**src/rtl/core/acmf_pkg.sv**
```systemverilog
package acmf_pkg;

  localparam int unsigned ACMF_ENTRIES = 16;

  localparam int unsigned IP_W  = 32;
  localparam int unsigned MAC_W = 48;

  typedef enum logic [2:0] {
    ST_HIT      = 3'd0,
    ST_MISS     = 3'd1,
    ST_ZERO     = 3'd2,
    ST_UPDATED  = 3'd3,
    ST_SKIPPED  = 3'd4,
    ST_INSERTED = 3'd5,
    ST_REPLACED = 3'd6
  } status_e;

  typedef enum logic {
    CMD_LOOKUP = 1'b0,
    CMD_PUT    = 1'b1
  } cmd_e;

  typedef enum logic [3:0] {
    S_IDLE,
    S_ORD,
    S_IP,
    S_CMP,
    S_MISS,
    S_REPL,
    S_SHRD,
    S_SHWR,
    S_FRONT,
    S_DONE
  } state_e;

endpackage

```
**src/rtl/core/acmf_req_if.sv**
```systemverilog
interface acmf_req_if
  import acmf_pkg::*;
();
  logic               valid;
  logic               ready;
  logic               cmd;
  logic [IP_W-1:0]    ip_addr;
  logic [MAC_W-1:0]   mac_in;
  logic               insert_allowed;

  modport source (output valid, output cmd, output ip_addr, output mac_in,
                  output insert_allowed, input ready);
  modport sink   (input valid, input cmd, input ip_addr, input mac_in,
                  input insert_allowed, output ready);
endinterface

```
**src/rtl/core/acmf_rsp_if.sv**
```systemverilog
interface acmf_rsp_if
  import acmf_pkg::*;
();
  logic               valid;
  logic               ready;
  status_e            status;
  logic [MAC_W-1:0]   mac_out;

  modport source (output valid, output status, output mac_out, input ready);
  modport sink   (input valid, input status, input mac_out, output ready);
endinterface

```
**src/rtl/core/arp_cache_move_to_front_unit.sv**
```systemverilog
// ARP address cache of ENTRIES IPv4/MAC pairs kept in recency order. One request word
// is taken at a time and gives one response word. Pairs, and the position-to-entry
// order, sit in single-port-read synchronous memories, so the search walks the used
// positions front to back with an order read, an address read and a compare for each.
// A lookup hit then moves the entry to the front: each position passed is read and
// written one place back, then the entry is written at the front; an insert into a
// free entry shifts all used positions the same way. A put of IP zero skips the
// search, and a response still waiting holds a finished request until it is taken.
// The next request is taken while a finished response waits.
// Reset empties the cache at once; no clearing pass is run.
module arp_cache_move_to_front_unit
  import acmf_pkg::*;
#(
  parameter int unsigned ENTRIES = ACMF_ENTRIES
) (
  input  logic        clk_i,
  input  logic        rst_ni,
  acmf_req_if.sink    req_i,
  acmf_rsp_if.source  rsp_o
);

  localparam int unsigned IdxW = (ENTRIES > 1) ? $clog2(ENTRIES) : 1;
  localparam int unsigned CntW = $clog2(ENTRIES + 1);

  logic [IP_W-1:0]  ip_mem  [ENTRIES];
  logic [MAC_W-1:0] mac_mem [ENTRIES];
  logic [IdxW-1:0]  ord_mem [ENTRIES];

  state_e            state_q, state_d;
  logic [CntW-1:0]   used_q, used_d;
  logic [IdxW-1:0]   pos_q, pos_d;
  logic [IdxW-1:0]   k_q, k_d;
  logic [IdxW-1:0]   slot_q, slot_d;
  logic              cmd_q, cmd_d;
  logic [IP_W-1:0]   ip_q, ip_d;
  logic [MAC_W-1:0]  mac_q, mac_d;
  logic              ins_q, ins_d;
  status_e           st_q, st_d;
  logic [MAC_W-1:0]  res_mac_q, res_mac_d;
  logic              out_valid_q, out_valid_d;
  status_e           out_st_q, out_st_d;
  logic [MAC_W-1:0]  out_mac_q, out_mac_d;

  logic              ent_we, ip_we_en;
  logic [IdxW-1:0]   ent_waddr;
  logic              mac_we;
  logic              ord_we;
  logic [IdxW-1:0]   ord_waddr, ord_wdata;
  logic              ord_re, ent_re;
  logic [IdxW-1:0]   ord_raddr, ent_raddr;
  logic [IdxW-1:0]   ord_rdata_q;
  logic [IP_W-1:0]   ip_rdata_q;
  logic [MAC_W-1:0]  mac_rdata_q;

  assign req_i.ready   = (state_q == S_IDLE);
  assign rsp_o.valid   = out_valid_q;
  assign rsp_o.status  = out_st_q;
  assign rsp_o.mac_out = out_mac_q;

  always_ff @(posedge clk_i) begin
    if (ip_we_en) begin
      ip_mem[ent_waddr] <= ip_q;
    end
    if (mac_we) begin
      mac_mem[ent_waddr] <= mac_q;
    end
    if (ord_we) begin
      ord_mem[ord_waddr] <= ord_wdata;
    end
    if (ord_re) begin
      ord_rdata_q <= ord_mem[ord_raddr];
    end
    if (ent_re) begin
      ip_rdata_q  <= ip_mem[ent_raddr];
      mac_rdata_q <= mac_mem[ent_raddr];
    end
  end

  assign ip_we_en = ent_we;

  always_ff @(posedge clk_i or negedge rst_ni) begin
    if (!rst_ni) begin
      state_q     <= S_IDLE;
      used_q      <= '0;
      out_valid_q <= 1'b0;
    end else begin
      state_q     <= state_d;
      used_q      <= used_d;
      out_valid_q <= out_valid_d;
    end
  end

  always_ff @(posedge clk_i) begin
    pos_q     <= pos_d;
    k_q       <= k_d;
    slot_q    <= slot_d;
    cmd_q     <= cmd_d;
    ip_q      <= ip_d;
    mac_q     <= mac_d;
    ins_q     <= ins_d;
    st_q      <= st_d;
    res_mac_q <= res_mac_d;
    out_st_q  <= out_st_d;
    out_mac_q <= out_mac_d;
  end

  always_comb begin
    state_d     = state_q;
    used_d      = used_q;
    pos_d       = pos_q;
    k_d         = k_q;
    slot_d      = slot_q;
    cmd_d       = cmd_q;
    ip_d        = ip_q;
    mac_d       = mac_q;
    ins_d       = ins_q;
    st_d        = st_q;
    res_mac_d   = res_mac_q;
    out_valid_d = out_valid_q;
    out_st_d    = out_st_q;
    out_mac_d   = out_mac_q;
    ent_we      = 1'b0;
    mac_we      = 1'b0;
    ent_waddr   = slot_q;
    ord_we      = 1'b0;
    ord_waddr   = k_q;
    ord_wdata   = ord_rdata_q;
    ord_re      = 1'b0;
    ord_raddr   = pos_q;
    ent_re      = 1'b0;
    ent_raddr   = ord_rdata_q;

    if (out_valid_q && rsp_o.ready) begin
      out_valid_d = 1'b0;
    end

    unique case (state_q)
      S_IDLE: begin
        if (req_i.valid) begin
          cmd_d     = req_i.cmd;
          ip_d      = req_i.ip_addr;
          mac_d     = req_i.mac_in;
          ins_d     = req_i.insert_allowed;
          res_mac_d = '0;
          pos_d     = '0;
          if (req_i.cmd == CMD_PUT && req_i.ip_addr == '0) begin
            st_d    = ST_ZERO;
            state_d = S_DONE;
          end else if (used_q == '0) begin
            state_d = S_MISS;
          end else begin
            state_d = S_ORD;
          end
        end
      end
      S_ORD: begin
        ord_re    = 1'b1;
        ord_raddr = pos_q;
        state_d   = S_IP;
      end
      S_IP: begin
        slot_d    = ord_rdata_q;
        ent_re    = 1'b1;
        ent_raddr = ord_rdata_q;
        state_d   = S_CMP;
      end
      S_CMP: begin
        if (ip_rdata_q == ip_q) begin
          if (cmd_q == CMD_LOOKUP) begin
            res_mac_d = mac_rdata_q;
            st_d      = ST_HIT;
            k_d       = pos_q;
            state_d   = (pos_q == '0) ? S_FRONT : S_SHRD;
          end else begin
            mac_we    = 1'b1;
            ent_waddr = slot_q;
            st_d      = ST_UPDATED;
            state_d   = S_DONE;
          end
        end else if ((CntW'(pos_q) + CntW'(1)) == used_q) begin
          state_d = S_MISS;
        end else begin
          pos_d   = pos_q + IdxW'(1);
          state_d = S_ORD;
        end
      end
      S_MISS: begin
        if (cmd_q == CMD_LOOKUP) begin
          st_d    = ST_MISS;
          state_d = S_DONE;
        end else if (!ins_q) begin
          st_d    = ST_SKIPPED;
          state_d = S_DONE;
        end else if (used_q < CntW'(ENTRIES)) begin
          ent_we    = 1'b1;
          mac_we    = 1'b1;
          ent_waddr = used_q[IdxW-1:0];
          slot_d    = used_q[IdxW-1:0];
          k_d       = used_q[IdxW-1:0];
          used_d    = used_q + CntW'(1);
          st_d      = ST_INSERTED;
          state_d   = (used_q == '0) ? S_FRONT : S_SHRD;
        end else begin
          ord_re    = 1'b1;
          ord_raddr = IdxW'(ENTRIES - 1);
          state_d   = S_REPL;
        end
      end
      S_REPL: begin
        ent_we    = 1'b1;
        mac_we    = 1'b1;
        ent_waddr = ord_rdata_q;
        st_d      = ST_REPLACED;
        state_d   = S_DONE;
      end
      S_SHRD: begin
        ord_re    = 1'b1;
        ord_raddr = k_q - IdxW'(1);
        state_d   = S_SHWR;
      end
      S_SHWR: begin
        ord_we    = 1'b1;
        ord_waddr = k_q;
        ord_wdata = ord_rdata_q;
        k_d       = k_q - IdxW'(1);
        state_d   = (k_q == IdxW'(1)) ? S_FRONT : S_SHRD;
      end
      S_FRONT: begin
        ord_we    = 1'b1;
        ord_waddr = '0;
        ord_wdata = slot_q;
        state_d   = S_DONE;
      end
      S_DONE: begin
        if (!out_valid_q || rsp_o.ready) begin
          out_valid_d = 1'b1;
          out_st_d    = st_q;
          out_mac_d   = res_mac_q;
          state_d     = S_IDLE;
        end
      end
      default: begin
        state_d = S_IDLE;
      end
    endcase
  end

endmodule

```
**src/flat_wrapper.sv**
```systemverilog
// flat-port wrapper written by rule: the top's interface ports become plain ports
module arp_cache_move_to_front_unit_flat import acmf_pkg::*;
#(
  parameter int unsigned ENTRIES = ACMF_ENTRIES
)
  (clk_i, rst_ni, req_i_valid, req_i_cmd, req_i_ip_addr, req_i_mac_in, req_i_insert_allowed, req_i_ready, rsp_o_valid, rsp_o_status, rsp_o_mac_out, rsp_o_ready);
  acmf_req_if req_i_i ();
  acmf_rsp_if rsp_o_i ();
  input  logic clk_i;
  input  logic rst_ni;
  input wire logic [$bits(req_i_i.valid)-1:0] req_i_valid;
  input wire logic [$bits(req_i_i.cmd)-1:0] req_i_cmd;
  input wire logic [$bits(req_i_i.ip_addr)-1:0] req_i_ip_addr;
  input wire logic [$bits(req_i_i.mac_in)-1:0] req_i_mac_in;
  input wire logic [$bits(req_i_i.insert_allowed)-1:0] req_i_insert_allowed;
  output wire logic [$bits(req_i_i.ready)-1:0] req_i_ready;
  output wire logic [$bits(rsp_o_i.valid)-1:0] rsp_o_valid;
  output wire logic [$bits(rsp_o_i.status)-1:0] rsp_o_status;
  output wire logic [$bits(rsp_o_i.mac_out)-1:0] rsp_o_mac_out;
  input wire logic [$bits(rsp_o_i.ready)-1:0] rsp_o_ready;
  assign req_i_i.valid = req_i_valid;
  assign req_i_i.cmd = req_i_cmd;
  assign req_i_i.ip_addr = req_i_ip_addr;
  assign req_i_i.mac_in = req_i_mac_in;
  assign req_i_i.insert_allowed = req_i_insert_allowed;
  assign req_i_ready = req_i_i.ready;
  assign rsp_o_valid = rsp_o_i.valid;
  assign rsp_o_status = rsp_o_i.status;
  assign rsp_o_mac_out = rsp_o_i.mac_out;
  assign rsp_o_i.ready = rsp_o_ready;
  arp_cache_move_to_front_unit #(.ENTRIES(ENTRIES)) u_core (.clk_i(clk_i), .rst_ni(rst_ni), .req_i(req_i_i), .rsp_o(rsp_o_i));
endmodule
```
**config.mk**
```make
export PLATFORM = sky130hd
export DESIGN_NAME = arp_cache_move_to_front_unit_flat
export DESIGN_NICKNAME = d
export VERILOG_FILES = /design/src/rtl/core/acmf_pkg.sv /design/src/rtl/core/acmf_req_if.sv /design/src/rtl/core/acmf_rsp_if.sv /design/src/rtl/core/arp_cache_move_to_front_unit.sv /design/src/flat_wrapper.sv
export SDC_FILE = /design/constraint.sdc
export NUM_CORES = 1
export LEC_CHECK = 0
export BUFFER_PORTS_ARGS = -buffer_cell sky130_fd_sc_hd__buf_2
export CAP_MARGIN = 10
export CORE_MARGIN = 8
export CORE_UTILIZATION = 45
export DETAILED_ROUTE_END_ITERATION = 10
export HOLD_SLACK_MARGIN = 0.06
export PLACE_DENSITY = 0.6
export SLEW_MARGIN = 30
export SYNTH_ARGS = -nofsm -noshare
export SYNTH_HDL_FRONTEND = slang
export SYNTH_SLANG_ARGS = --single-unit
export TNS_END_PERCENT = 10
```
**constraint.sdc**
```tcl
create_clock -name clk_i -period 10.8 [get_ports clk_i]
set_input_delay 0.54 -clock clk_i [delete_from_list [all_inputs] [get_ports clk_i]]
set_output_delay 0.54 -clock clk_i [all_outputs]
set_load 0.02 [all_outputs]
```
## Word-level counts from Yosys, hierarchy flattened

Memories as Yosys holds them, arrays and structs flattened. A register that Yosys moved wholly into a read port is not among the register bits.
Cells that the tools add are included.

| operators by class | value |
|---|---|
| magnitude comparators | 1 |
| equal/unequal tests | 23 |
| multiplexer cells | 69 |
| add/sub/neg operators | 4 |
| reductions and logical operators | 23 |

Operator list:

| kind | count |
|---|---|
| two-way mux 48 bit | 3 |
| two-way mux 4 bit | 27 |
| case mux 48 bit (2 select lines) | 1 |
| case mux 4 bit (9 select lines) | 1 |
| == test 32 bit | 1 |
| zero test 32 bit | 1 |
| case mux 4 bit (2 select lines) | 4 |
| two-way mux 3 bit | 8 |
| two-way mux 1 bit | 19 |
| == test 4 x 3 -> 1 bit (second input constant) | 4 |
| != test 2 x 1 -> 1 bit (second input constant) | 6 |
| case mux 3 bit (4 select lines) | 1 |
| case mux 4 bit (3 select lines) | 1 |
| AND reduction 4 bit | 3 |
| == test 4 x 1 -> 1 bit (second input constant) | 2 |
| == test 4 x 2 -> 1 bit (second input constant) | 2 |
| == test 4 bit (second input constant) | 2 |
| zero test 4 bit | 2 |
| != test 2 bit (second input constant) | 4 |
| AND reduction 2 bit | 3 |
| AND reduction 6 bit | 1 |
| OR reduction 2 bit | 3 |
| adder 4 x 1 -> 5 bit (second input constant) | 1 |
| adder 5 x 1 -> 5 bit (second input constant) | 1 |
| other kinds (16) | 19 |

| storage, ports and cells | value |
|---|---|
| RAM bits | 1344 |
| logic and storage cells | 137 |
| memories kept | 3 |
| output and inout bits | 53 |
| bits of input ports | 86 |
| flip-flop bits (word level) | 206 |

Memories:

| memory | words | bits a word | read ports | clocked after Yosys merged registers in | write ports | RTL line | text |
|---|---|---|---|---|---|---|---|
| u_core.mac_mem | 16 | 48 | 1 | 1 | 1 | arp_cache_move_to_front_unit.sv:26 | `logic [MAC_W-1:0] mac_mem [ENTRIES];` |
| u_core.ip_mem | 16 | 32 | 1 | 1 | 1 | arp_cache_move_to_front_unit.sv:25 | `logic [IP_W-1:0] ip_mem [ENTRIES];` |
| u_core.ord_mem | 16 | 4 | 1 | 1 | 1 | arp_cache_move_to_front_unit.sv:27 | `logic [IdxW-1:0] ord_mem [ENTRIES];` |

## Longest topological paths before layout

Gate-level depths: netlist (run 1).

| logic depth | value |
|---|---|
| depth in word-level cells | 7 |
| gate-level depth with buffers | 9 |
| mapped depth without buffers | 8 |

## Least setup slack after synthesis (run 1)

No wires, ideal clock.

| path | value |
|---|---|
| path type | register -> register |
| from | register u_core.state_q[3] |
| to | register u_core.slot_q[0], enable pin |
| setup time | 0.326 ns |
| setup slack | 0.765 ns |
| arrival | 9.709 ns |
| stages on the path, launching flop included | 5 |
| period minus slack after synthesis | 10.035 ns |
| buffers on the path | 2 |
| cell sequence | dfrtp_1 -> buf_2 -> clkbuf_1 -> nor4b_1 -> nand2b_1 |

| on the way | value |
|---|---|
| longest elaborated chain between the ends | 2 |

RTL lines:

| element | RTL line | text |
|---|---|---|
| start: declaration | arp_cache_move_to_front_unit.sv:29 | `state_e state_q, state_d;` |
| start signal: assignment | arp_cache_move_to_front_unit.sv:87 | `state_q <= state_d;` |
| == test 4 x 2 -> 1 bit / == test 4 x 3 -> 1 bit (equally long branches) | arp_cache_move_to_front_unit.sv:137 | `unique case (state_q)` |
| nonzero test 2 bit (no source line) * | n/a |  |
| end signal: assignment | arp_cache_move_to_front_unit.sv:96 | `slot_q <= slot_d;` |
| end: declaration | arp_cache_move_to_front_unit.sv:33 | `logic [IdxW-1:0] slot_q, slot_d;` |

Mark *: on every way between the ends. The rest lies on a longest branch, timed or not.
A chain may end at the register's enable or synchronous reset.

## Worst setup path in the final report (run 1)

| path | value |
|---|---|
| from | register u_core.ip_q[26] |
| to | memory u_core.mac_mem[5][3], enable pin |

| on the way | value |
|---|---|
| longest elaborated chain between the ends | 5 |

RTL lines:

| element | RTL line | text |
|---|---|---|
| start: declaration | arp_cache_move_to_front_unit.sv:35 | `logic [IP_W-1:0] ip_q, ip_d;` |
| start signal: assignment | arp_cache_move_to_front_unit.sv:98 | `ip_q <= ip_d;` |
| == test 32 bit | arp_cache_move_to_front_unit.sv:168 | `if (ip_rdata_q == ip_q) begin` |
| two-way mux 1 bit | arp_cache_move_to_front_unit.sv:168 |  |
| case mux 1 bit (3 select lines) | arp_cache_move_to_front_unit.sv:137 |  |
| two-way mux 1 bit | arp_cache_move_to_front_unit.sv:64 | `if (mac_we) begin` |
| two-way mux 1 bit (implied by the code) | arp_cache_move_to_front_unit.sv:65 | `mac_mem[ent_waddr] <= mac_q;` |
| end: declaration | arp_cache_move_to_front_unit.sv:26 |  |

No other way between the ends.

==> impl.org, run 1 <==
** Yosys
- Number of enable flip-flop cells after synthesis :: 1,624
- Of the synthesized area, sequential elements account for 79.90%.
- Leading register cell type out of synthesis :: edfxtp_1
- Each instance of the synthesized netlist takes up on average 23.81 um2.
- Summing every instance area after synthesis gives 0.06135 mm2.
- Yosys reg bits :: between 1,500 and 2,000
- In the synthesized netlist, the number of instances is 2,576.
- The number of nets in the synthesized netlist is 2,668.
- Number of library cell types mapped by synthesis :: 65
- FFs w/ async S/R, synth :: less than 1%
- The Yosys step of the flow raised 0 warnings.

** Route
- For this run, design rule violations remaining after detail routing come to 0.
- Routed via count :: 27,450
- Before antenna repair, the detailed router went through 7 iterations.
- After detailed routing, the average wire length per cell comes to 27.74 um.
- Once detail routing completed, the nets flagged for antenna violations numbered 0.
- First DRT Iteration DRCs :: 2,772
- In the routed layout, each cell is associated on average with a via count of 5.700.
- For this block, the routed nets add up to between 100 and 150 mm of wire.

** Place
- Final weighted congestion of routability-driven global placement :: 0.7846
- Detailed placer's ending HPWL :: 67.67 mm
- Total placed cells including tap cells :: 4,429
- I/O Buffers :: ~140

** CTS
- Number of buffers inserted to repair setup after CTS :: 0
- Number of buffers between clock root and the deepest sink :: 3
- For the worst-skew pair, the clock arrives at the later sink with an insertion delay of 0.79 ns.
- Count of clock tree sinks :: 1,634
- Clk Tree Root Cell :: clkbuf_16
- TritonCTS clock tree :: yes
- After clock tree synthesis, the clock-pin slew on the worst setup and hold paths is ~0.060 ns.
- Number of buffers inserted during clock tree synthesis :: 164
- The H-tree was split into 4 levels.

** Setup path
- The critical path crosses 7 cells after its start point.
- Endpoint required time on the critical path :: ~11 ns
- The worst setup path is captured at a flip-flop.
- Worst setup SP type :: flip-flop
- The kind of cell with the highest combined delay along the critical path is simple AND/OR/NAND/NOR gates.
- Of all nets on the critical path, the largest fanout is 33.
- Maximum cell stage delay along the critical path :: 0.94 ns
- The worst register-to-register path has a depth of 7.
- The number of buffers and inverters on the critical path is 1.
- Critical path arrival :: 5.70 ns
- Among all stages on the critical path, the largest delay is contributed by o31ai_1.
- Class of the most critical setup path :: reg -> reg
- Cell Chain, Critical Path :: xor2_1, nor4_1, nand4_1, o31ai_1, nand3b_1, nor2_4, buf_4

** Timing
- Setup repair after global routing left no endpoint under its margin.
- At the pin with the least slew margin, the transition time is 1.042 ns.
- Accumulated negative setup slack :: 0 ns
- Hold timing on the final database bottoms out at a slack of 0.1148 ns.
- Setup violations remaining at the end of the flow were counted as 0.
- Highest achievable clock rate :: 0.1889 GHz
- The final count of hold timing violations came to 0.
- The clock period could shrink to 5.293 ns.
- Measured against its own limit, the worst slew margin works out to 30.53%.
- Across the routed clock network, the largest skew measured is 0.02844 ns.
- Share of the cycle needed by the critical path after routing :: approximately half
- The number of max-slew violations in the final report is 0.

** GRT
- Pin count of the biggest net entering global routing :: 128
- Total GRT Usage :: around 18%
- The initial antenna violation count came to 3.
- Remaining global-route overflow :: 0
- The via count of the first global-routing pass was between 20,000 and 30,000.
- The first global-routing pass estimated 194.7 mm of wire.

** Floorplan
- The die covers 0.1484 mm2.
- The initial utilization of the core area, before any placement, comes to roughly 45%.
- The core region is between 0.1 and 0.15 mm2.
- From left edge to right edge, the die measures 385.2 um.
- The initialized floorplan defines between 100 and 150 standard-cell rows.
- Die boundary height :: 385.2 um
- Io pins :: 139

** Final layout
- The area growth from synthesis to layout is 15.05%.
- Leading cell type in the layout, fill and taps excluded :: edfxtp_1
- In the final design database the tool counted about 3,000 nets.
- The filler cells instantiated in the layout total 10,300.
- Number of standard cells in the layout, taps in and fillers out :: 4,816
- Top library cells by usage in the layout, fill and taps aside :: 1,624 x edfxtp_1, 400 x mux4_2, 166 x clkbuf_16
- Ratio of cells with drive above 1 in the final layout :: 29.33%

** Hold path
- Number of cells on the worst hold path :: 1
- The worst hold path belongs to the class in -> reg.

** Power
- Power spread over the standard cell area amounts to 255.4 mW/mm2.
- Across the VDD grid, the largest voltage drop is 0.0002089 V.
- In this run the static leakage power is approximately 22 nW.
- Total Power :: around 0.018 W

** Status
- Outcome :: finished, final reports clean

** Flow run
- Count of max-cap constraint violations :: 0
==> per-stage QoR <==
stage	cell area, um2	setup slack [ns]	utilization (%)
2_1_floorplan	61350	0.7652	-
3_3_place_gp	64440	5.760	47.57
3_5_place_dp	64460	5.582	47.58
4_1_cts	70540	5.523	52.07
5_1_grt	70570	5.387	52.10
6_report	70580	5.507	52.10
==> report_power, final <==
| group | total, W | switching [W] | internal (W) | leakage, nW |
|---|---|---|---|---|
| Sequential | 0.00845 | 0.000450 | 0.00799 | 14.8 |
| Clock | 0.00552 | 0.00237 | 0.00315 | 2.58 |
| Combinational | 0.00407 | 0.00216 | 0.00191 | 4.84 |
| Total | 0.0180 | 0.00498 | 0.0131 | 22.2 |
==> cell type report <==
| class | count | area (um2) | area share [%] |
|---|---|---|---|
| Clock buffer | 192 | 4252 | 6.024 |
| Tap cell | 1781 | 2228 | 3.157 |
| Inverter | 11 | 43.79 | 0.06205 |
| Clock inverter | 108 | 1005 | 1.424 |
| Sequential cell | 1634 | 49020 | 69.45 |
| Antenna cell | 4 | 10.01 | 0.01418 |
| Multi-Input combinational cell | 809 | 12020 | 17.02 |
| Timing Repair Buffer | 277 | 2009 | 2.847 |
==> routing by layer <==
metal	share of wire [%]	GRT usage [%]	wire length (um)	vias up
li1	-	-	-	11590
met1	42	24.59	55870	14750
met2	50	30.00	67080	901
met3	6.0	3.041	7961	204
met4	2.0	4.975	2707	0
met5	0	0	0	-
==> repair_timing <==
item / CTS / global route
gates resized for setup: 0 / 0
hold buffers: 82 / 0
hold endpoints to repair: 91 / 0
==> flip-flops by register name, indices dropped and copies added, names as in the netlist <==
signal,cells
u_core.rsp_o.mac_out,48
u_core.ip_q,32
u_core.ent_raddr,4
u_core.state_q,4
u_core.rsp_o.valid,1
u_core.ip_mem,512
u_core.ip_rdata_q,32
u_core.mac_mem,768
u_core.mac_rdata_q,48
u_core.rsp_o.status,3
u_core.mac_q,48
u_core.res_mac_q,48
u_core.pos_q,4
u_core.ins_q,1
u_core.ord_mem,64
u_core.used_q,5
u_core.st_q,3
u_core.k_q,4
u_core.cmd_q,1
u_core.slot_q,4
==> synthesized netlist by cell type, types with 2 or more instances <==
cell type,n,area share [%]
nand2_1,38,0.23
or2_2,3,0.031
nor2_1,65,0.40
a22oi_2,3,0.061
buf_6,4,0.073
and2_1,53,0.54
a22oi_1,8,0.098
or3_1,6,0.061
xor2_1,36,0.51
a31oi_1,2,0.020
a221oi_2,2,0.049
nand2b_1,12,0.12
a221oi_1,7,0.10
edfxtp_1,1624,79
o21ai_0,17,0.14
mux2i_1,21,0.34
nand3_1,10,0.082
or2_1,5,0.051
a32oi_1,3,0.043
a32o_1,4,0.065
o221ai_1,3,0.043
nand4_1,6,0.061
nor3_1,13,0.11
mux4_2,400,15
buf_4,4,0.049
nand3b_1,2,0.024
clkbuf_1,71,0.43
mux2_2,4,0.073
buf_1,11,0.067
nor4b_1,2,0.029
xnor2_1,6,0.086
nor4_1,16,0.16
a21o_1,2,0.024
o211ai_1,11,0.13
nor2b_1,2,0.020
buf_2,32,0.26
inv_1,11,0.067
a21oi_1,15,0.12
o31ai_1,2,0.024
ha_1,6,0.12
dfrtp_1,10,0.41
==> cell families (layout without fill, tap and decap cells) <==
| group | count (synthesis) | count (layout) | synth area share [%] |
|---|---|---|---|
| mux | 427 | 427 | 15.16 |
| other cells | 0 | 4 | 0 |
| compound gates | 90 | 90 | 1.108 |
| simple gates | 243 | 243 | 2.117 |
| xor+xnor | 43 | 43 | 0.6384 |
| flops | 1634 | 1634 | 79.90 |
| fa+ha+maj | 6 | 6 | 0.1224 |
| buf+inv | 133 | 588 | 0.9525 |
==> final timing paths <==
path / from / slack (ns) / to
worst max-delay path: u_core.ip_q[26] / 5.51 / u_core.mac_mem[5][3]
worst min-delay path: req_i_ip_addr[28] / 0.11 / u_core.ip_q[28]
worst max register to register: u_core.ip_q[26] / 5.51 / u_core.mac_mem[5][3]
worst min register to register: u_core.res_mac_q[21] / 0.40 / u_core.rsp_o.mac_out[21]
max in group asynchronous: rst_ni / 10.39 / u_core.used_q[2]
min in group asynchronous: rst_ni / 0.18 / u_core.state_q[3]
(Power assumes the default switching activity.)
==> inputs of run 2 (changes only) <==
Settings changed: ABC_AREA from default to 1, PLACE_DENSITY 0.6 to 0.58.
Clock period 10.8 ns to 4.9 ns, I/O delays scaled along.
==> run 2 against run 1 <==
Compared with the run above:
- via count up 37%
- total power grew 130%
- sequential cell count is the same
- worst setup slack got worse by 4.1 ns
- register-to-register slack got worse by 4.1 ns
- utilization decreased by 0.18 points
- clock power up 120%
- non-clock buffer count is 34 higher
- wire length is 20% higher
- design area is 2.4% higher
==> impl.org, run 2 <==
** Floorplan
- Rows :: 137 (was 135)
- X dimension of the die :: 389.9 um (was 385.2 um)
- The core area is 0.1392 mm2 (was 0.1355 mm2).
- Die boundary height :: 389.9 um (was 385.2 um)
- The number of primary I/O pins is 139 (unchanged).
- The initial core utilization was 45.20% (was 45.28%).
- The full die area came to 0.1520 mm2 (was 0.1484 mm2).

** GRT
- Pin count of the biggest net entering global routing :: 220 (was 128)
- The global-route wire length before repair was 237.6 mm (was 194.7 mm).
- The initial antenna violation count is 2 (was 3).
- The global-route total usage across every layer came to 20.55% (was 17.96%).
- The global-route congestion overflow total is 0 (unchanged).
- The via count of the first global-routing pass is 36,600 (was 29,160).

** Power
- The switching power is 0.01417 W (was 0.004977 W).
- Leak :: 23.51 nW (was 22.22 nW)
- Logic gate share of total power :: 26.5% (was 22.6%)
- The power density over the cells came to 574.1 mW/mm2 (was 255.4 mW/mm2).
- Max IR drop VDD :: 0.0004999 V (was 0.0002089 V)
- The switching part of the total is 34.15% (was 27.61%).
- The clock power share came to 29.4% (was 30.6%).
- The sequential share of power was 44.1% (was 46.8%).
- Internal Dissipation :: 0.02732 W (was 0.01305 W)

** Setup path
- The required arrival time at the worst endpoint came to 5.39 ns (was 11.21 ns).
- The setup slack on the worst flop-to-flop path came to 1.39 ns (was 5.51 ns).
- Cell Chain, Critical Path: xnor2_1, nand2_1, nor2_1, nand2_1, nor2_1, nand3_2, a21oi_4, buf_12 (was xor2_1, nor4_1, nand4_1, o31ai_1, nand3b_1, nor2_4, buf_4).
- The endpoint kind of the worst setup timing path is a flip-flop (unchanged).
- The largest driver fanout on the critical path is 19 (was 33).
- Maximum cell stage delay along the critical path :: 0.83 ns (was 0.94 ns)
- The data arrival at the endpoint of the critical path came to 4.00 ns (was 5.70 ns).
- Critical path's slowest cell :: a21oi_4 (was o31ai_1)
- The kind of launch point of the worst setup path is a flip-flop (unchanged).
- Gate family responsible for the most delay along the worst path :: simple AND/OR/NAND/NOR gates (unchanged)
- Class of the most critical setup path :: reg -> reg (unchanged)
- Combined buffer and inverter count along the critical path :: 1 (unchanged)

** Route
- The total iterations of the first detailed-routing run came to 6 (was 7).
- DRC violations left :: 0 (unchanged)
- Via count normalized by instance count :: 5.665 (was 5.700)
- Total wire length :: 160.3 mm (was 133.6 mm)
- Antenna Nets Post-Route :: 0 (unchanged)
- The average wire length per cell after detail routing came to 24.13 um (was 27.74 um).
- Top layer used by detailed routing :: met4 (unchanged)
- The DRC marker count from the first detailed-route iteration came to 4,353 (was 2,772).
- The sum of met3 wire segment lengths after detailed routing came to 10.35 mm (was 7.961 mm).
- The met2 wire length was 73.62 mm (was 67.08 mm).
- The via count of the routed design is 37,610 (was 27,450).
- Met1 Routed Length :: 72.55 mm (was 55.87 mm)

** CTS
- CTS H-tree lvls :: 4 (unchanged)
- The CTS clock-pin slew for the worst setup and hold paths is 0.06 ns (about the same).
- Number of buffers between clock root and the deepest sink :: 3 (unchanged)
- Clk Tree Root Cell :: clkbuf_16 (unchanged)
- Worst-Skew Late Latency :: 0.82 ns (was 0.79 ns)
- The number of CTS-inserted buffers was 168 (was 164).
- The number of sinks on the clock net is 1,634 (unchanged).
- TritonCTS clock tree :: yes (unchanged)
- The number of post-CTS setup repair buffers is 0 (unchanged).

** Hold path
- The worst hold-check path type is in -> reg (unchanged).

** Final layout
- Area growth, synth to finish :: 14.87% (was 15.05%)
- The most common cell after layout, fill and taps aside was edfxtp_1 (unchanged).
- Final nets :: 4,720 (was 2,989)
- Ratio of cells with drive above 1 in the final layout :: 11.04% (was 29.33%)
- The filler cell count came to 11,630 (was 10,300).
- Registers with the highest flip-flop counts: u_core.mac_mem: 768 flops, u_core.ip_mem: 512 flops, u_core.ord_mem: 64 flops (unchanged).
- Top library cells by usage in the layout, fill and taps aside :: 1,624 x edfxtp_1, 774 x nor2_1, 637 x o21ai_0 (was 1,624 x edfxtp_1, 400 x mux4_2, 166 x clkbuf_16)
- The utilization after layout was 51.92% (was 52.10%).
- Number of standard cells in the layout, taps in and fillers out :: 6,640 (was 4,816)
- Max FFs per register :: 768 (unchanged)
- The register name with the most flops was u_core.mac_mem (unchanged).

** Yosys
- Average size of a mapped cell :: 14.20 um2 (was 23.81 um2)
- The post-synthesis register bit count is 1,634 (unchanged).
- Top cells by area, synth :: edfxtp_1 78%, o21ai_0 5.1%, nor2_1 4.7%, o221ai_1 3.6%, nand2_1 1.4% (was edfxtp_1 79%, mux4_2 15%, and2_1 0.54%, xor2_1 0.51%, clkbuf_1 0.43%)
- Most frequent cell after synthesis :: edfxtp_1 (unchanged)
- The synthesized-area fraction occupied by ao, oa, aoi and oai cells came to 11.04% (was 1.107%).
- Most used standard cells in the synthesized netlist :: 1,624 x edfxtp_1, 794 x nor2_1, 637 x o21ai_0 (was 1,624 x edfxtp_1, 400 x mux4_2, 71 x clkbuf_1)
- The share of the synthesized area in the top cell type came to 77.51% (was 79.49%).
- Leading register cell type out of synthesis :: edfxtp_1 (unchanged)
- The largest family of logic cells by synthesized area is compound AO/OA/AOI/OAI gates (was multiplexers).
- The post-synth design cell area came to 0.06292 mm2 (was 0.06135 mm2).
- The post-synthesis net count was 4,524 (was 2,668).
- Synth area leader :: edfxtp_1 (unchanged)
- Area fraction in and, or, nand and nor cells after synthesis :: 7.736% (was 2.117%)
- FFs w/ async S/R, synth :: 0.6120% (unchanged)
- The post-synthesis adder-cell area fraction was 0.1193% (was 0.1224%).
- Synth Area in XOR/XNOR :: 0.4176% (was 0.6384%)
- Number of library cell types mapped by synthesis :: 46 (was 65)
- Count of warnings emitted by yosys :: 0 (unchanged)
- The number of flops mapped to enable cells by yosys came to 1,624 (unchanged).
- Fraction of the yosys area taken by sequential cells :: 77.91% (was 79.90%)
- The number of instances in the synthesized netlist came to 4,432 (was 2,576).
- Multiplexer area fraction after synthesis :: 0% (was 15.16%)

** Flow run
- The total of max-cap violations was 0 (unchanged).

** Status
- Outcome: finished, final reports clean (unchanged).

** Place
- Final weighted congestion of routability-driven global placement :: 0.8230 (was 0.7846)
- The total instance count after detailed placement came to 6,243 (was 4,429).
- I/O Buffers :: 138 (unchanged)
- Detailed placer's ending HPWL :: 78.36 mm (was 67.67 mm)

** Timing
- The final count of hold timing violations came to 0 (unchanged).
- The number of max-slew violations in the final report was 0 (unchanged).
- Unrepaired setup endpoints after global routing :: false (unchanged)
- Share of the cycle needed by the critical path after routing :: 71.58% (was 49.01%)
- The setup-violating endpoint count in the final report is 0 (unchanged).
- The minimum clock period was 3.507 ns (was 5.293 ns).
- The transition time at the pin with the least slew margin was 1.049 ns (was 1.042 ns).
- Highest achievable clock rate :: 0.2851 GHz (was 0.1889 GHz)
- Relative max-transition margin :: 30.06% (was 30.53%)
- The setup TNS after final layout is 0 ns (unchanged).
- Max Clock Skew :: 0.03607 ns (was 0.02844 ns)
- The worst hold slack was 0.1418 ns (was 0.1148 ns).
run 2: changes by cell type in the layout (fill, tap and decap cells not counted), moves of 53 or more:
| cell | change |
|---|---|
| mux4_2 | -400 |
| o21ai_0 | +621 |
| o221ai_1 | +253 |
| o22ai_1 | +66 |
| nor2_1 | +742 |
| and2_1 | -53 |
| nand2_1 | +202 |
| nand3_1 | +124 |
| o211ai_1 | +82 |
| inv_1 | +125 |
run 2: worst register-to-register path, cell delays in order, from the launching register on:
cell and delay (ns):
edfxtp_1 0.62, xnor2_1 0.27, nand2_1 0.08, nor2_1 0.26, nand2_1 0.20, nor2_1 0.31
nand3_2 0.34, a21oi_4 0.83, buf_12 0.28
run 2: cell families after synthesis:
group / after synthesis
DFF: 1634
buffers and inverters: 435
adders and majority gates: 6
xor gates and xnor gates: 30
AOI/OAI and AO/OA: 1117
and+or+nand+nor: 1210
run 2: cell type report:
type | instances | area, um2 | area share (%)
antenna | 1 | 2.502 | 0.003463
clock buffer | 216 | 4469 | 6.184
clock inverter | 89 | 723.2 | 1.001
timing repair buffer | 311 | 2639 | 3.651
sequential | 1634 | 49020 | 67.83
multi-input combinational | 2363 | 12490 | 17.28
inverter | 150 | 585.6 | 0.8102
tap | 1876 | 2347 | 3.248
run 2: what timing repair did:
item                      CTS  global route
hold endpoints to repair   99             0
hold buffers               86             0
gates resized for setup     0             0
run 2: power by group through the flow:
stage	Clock, W	Combinational, W	Sequential [W]
4_1_cts	0.0124	0.0109	0.0183
3_3_place_gp	0	0.0107	0.0186
5_1_grt	0.0129	0.0121	0.0184
3_5_place_dp	0	0.0108	0.0186
2_1_floorplan	0	0.00725	0.0183
6_report	0.0122	0.0110	0.0183
run 2: final timing paths:
| path | depth (start not counted) | endpoint | from |
|---|---|---|---|
| max | 8 | u_core.mac_mem[10][46] | u_core.ip_q[2] |
| min | 2 | u_core.mac_q[41] | req_i_mac_in[41] |
| max reg2reg | 8 | u_core.mac_mem[10][46] | u_core.ip_q[2] |
| min reg2reg | 0 | u_core.rsp_o.status[1] | u_core.st_q[1] |
| max in group asynchronous | 3 | u_core.used_q[3] | rst_ni |
| min in group asynchronous | 3 | u_core.state_q[2] | rst_ni |
run 2: metrics by stage:
stage	instance area (um2)	setup slack, ns	total power [W]
floorplan	62930	0.3830	0.02551
global placement	66000	1.495	0.02929
detailed placement	66070	1.366	0.02944
CTS	72120	1.361	0.04167
global route	72270	1.218	0.04346
finish	72270	1.393	0.04149
run 2: metal layers:
| metal | vias to the layer above | track usage [%] |
|---|---|---|
| li1 | 17080 | - |
| met3 | 229 | 3.287 |
| met4 | 0 | 6.320 |
| met2 | 1277 | 31.71 |
| met1 | 19030 | 30.15 |
| met5 | - | 0 |
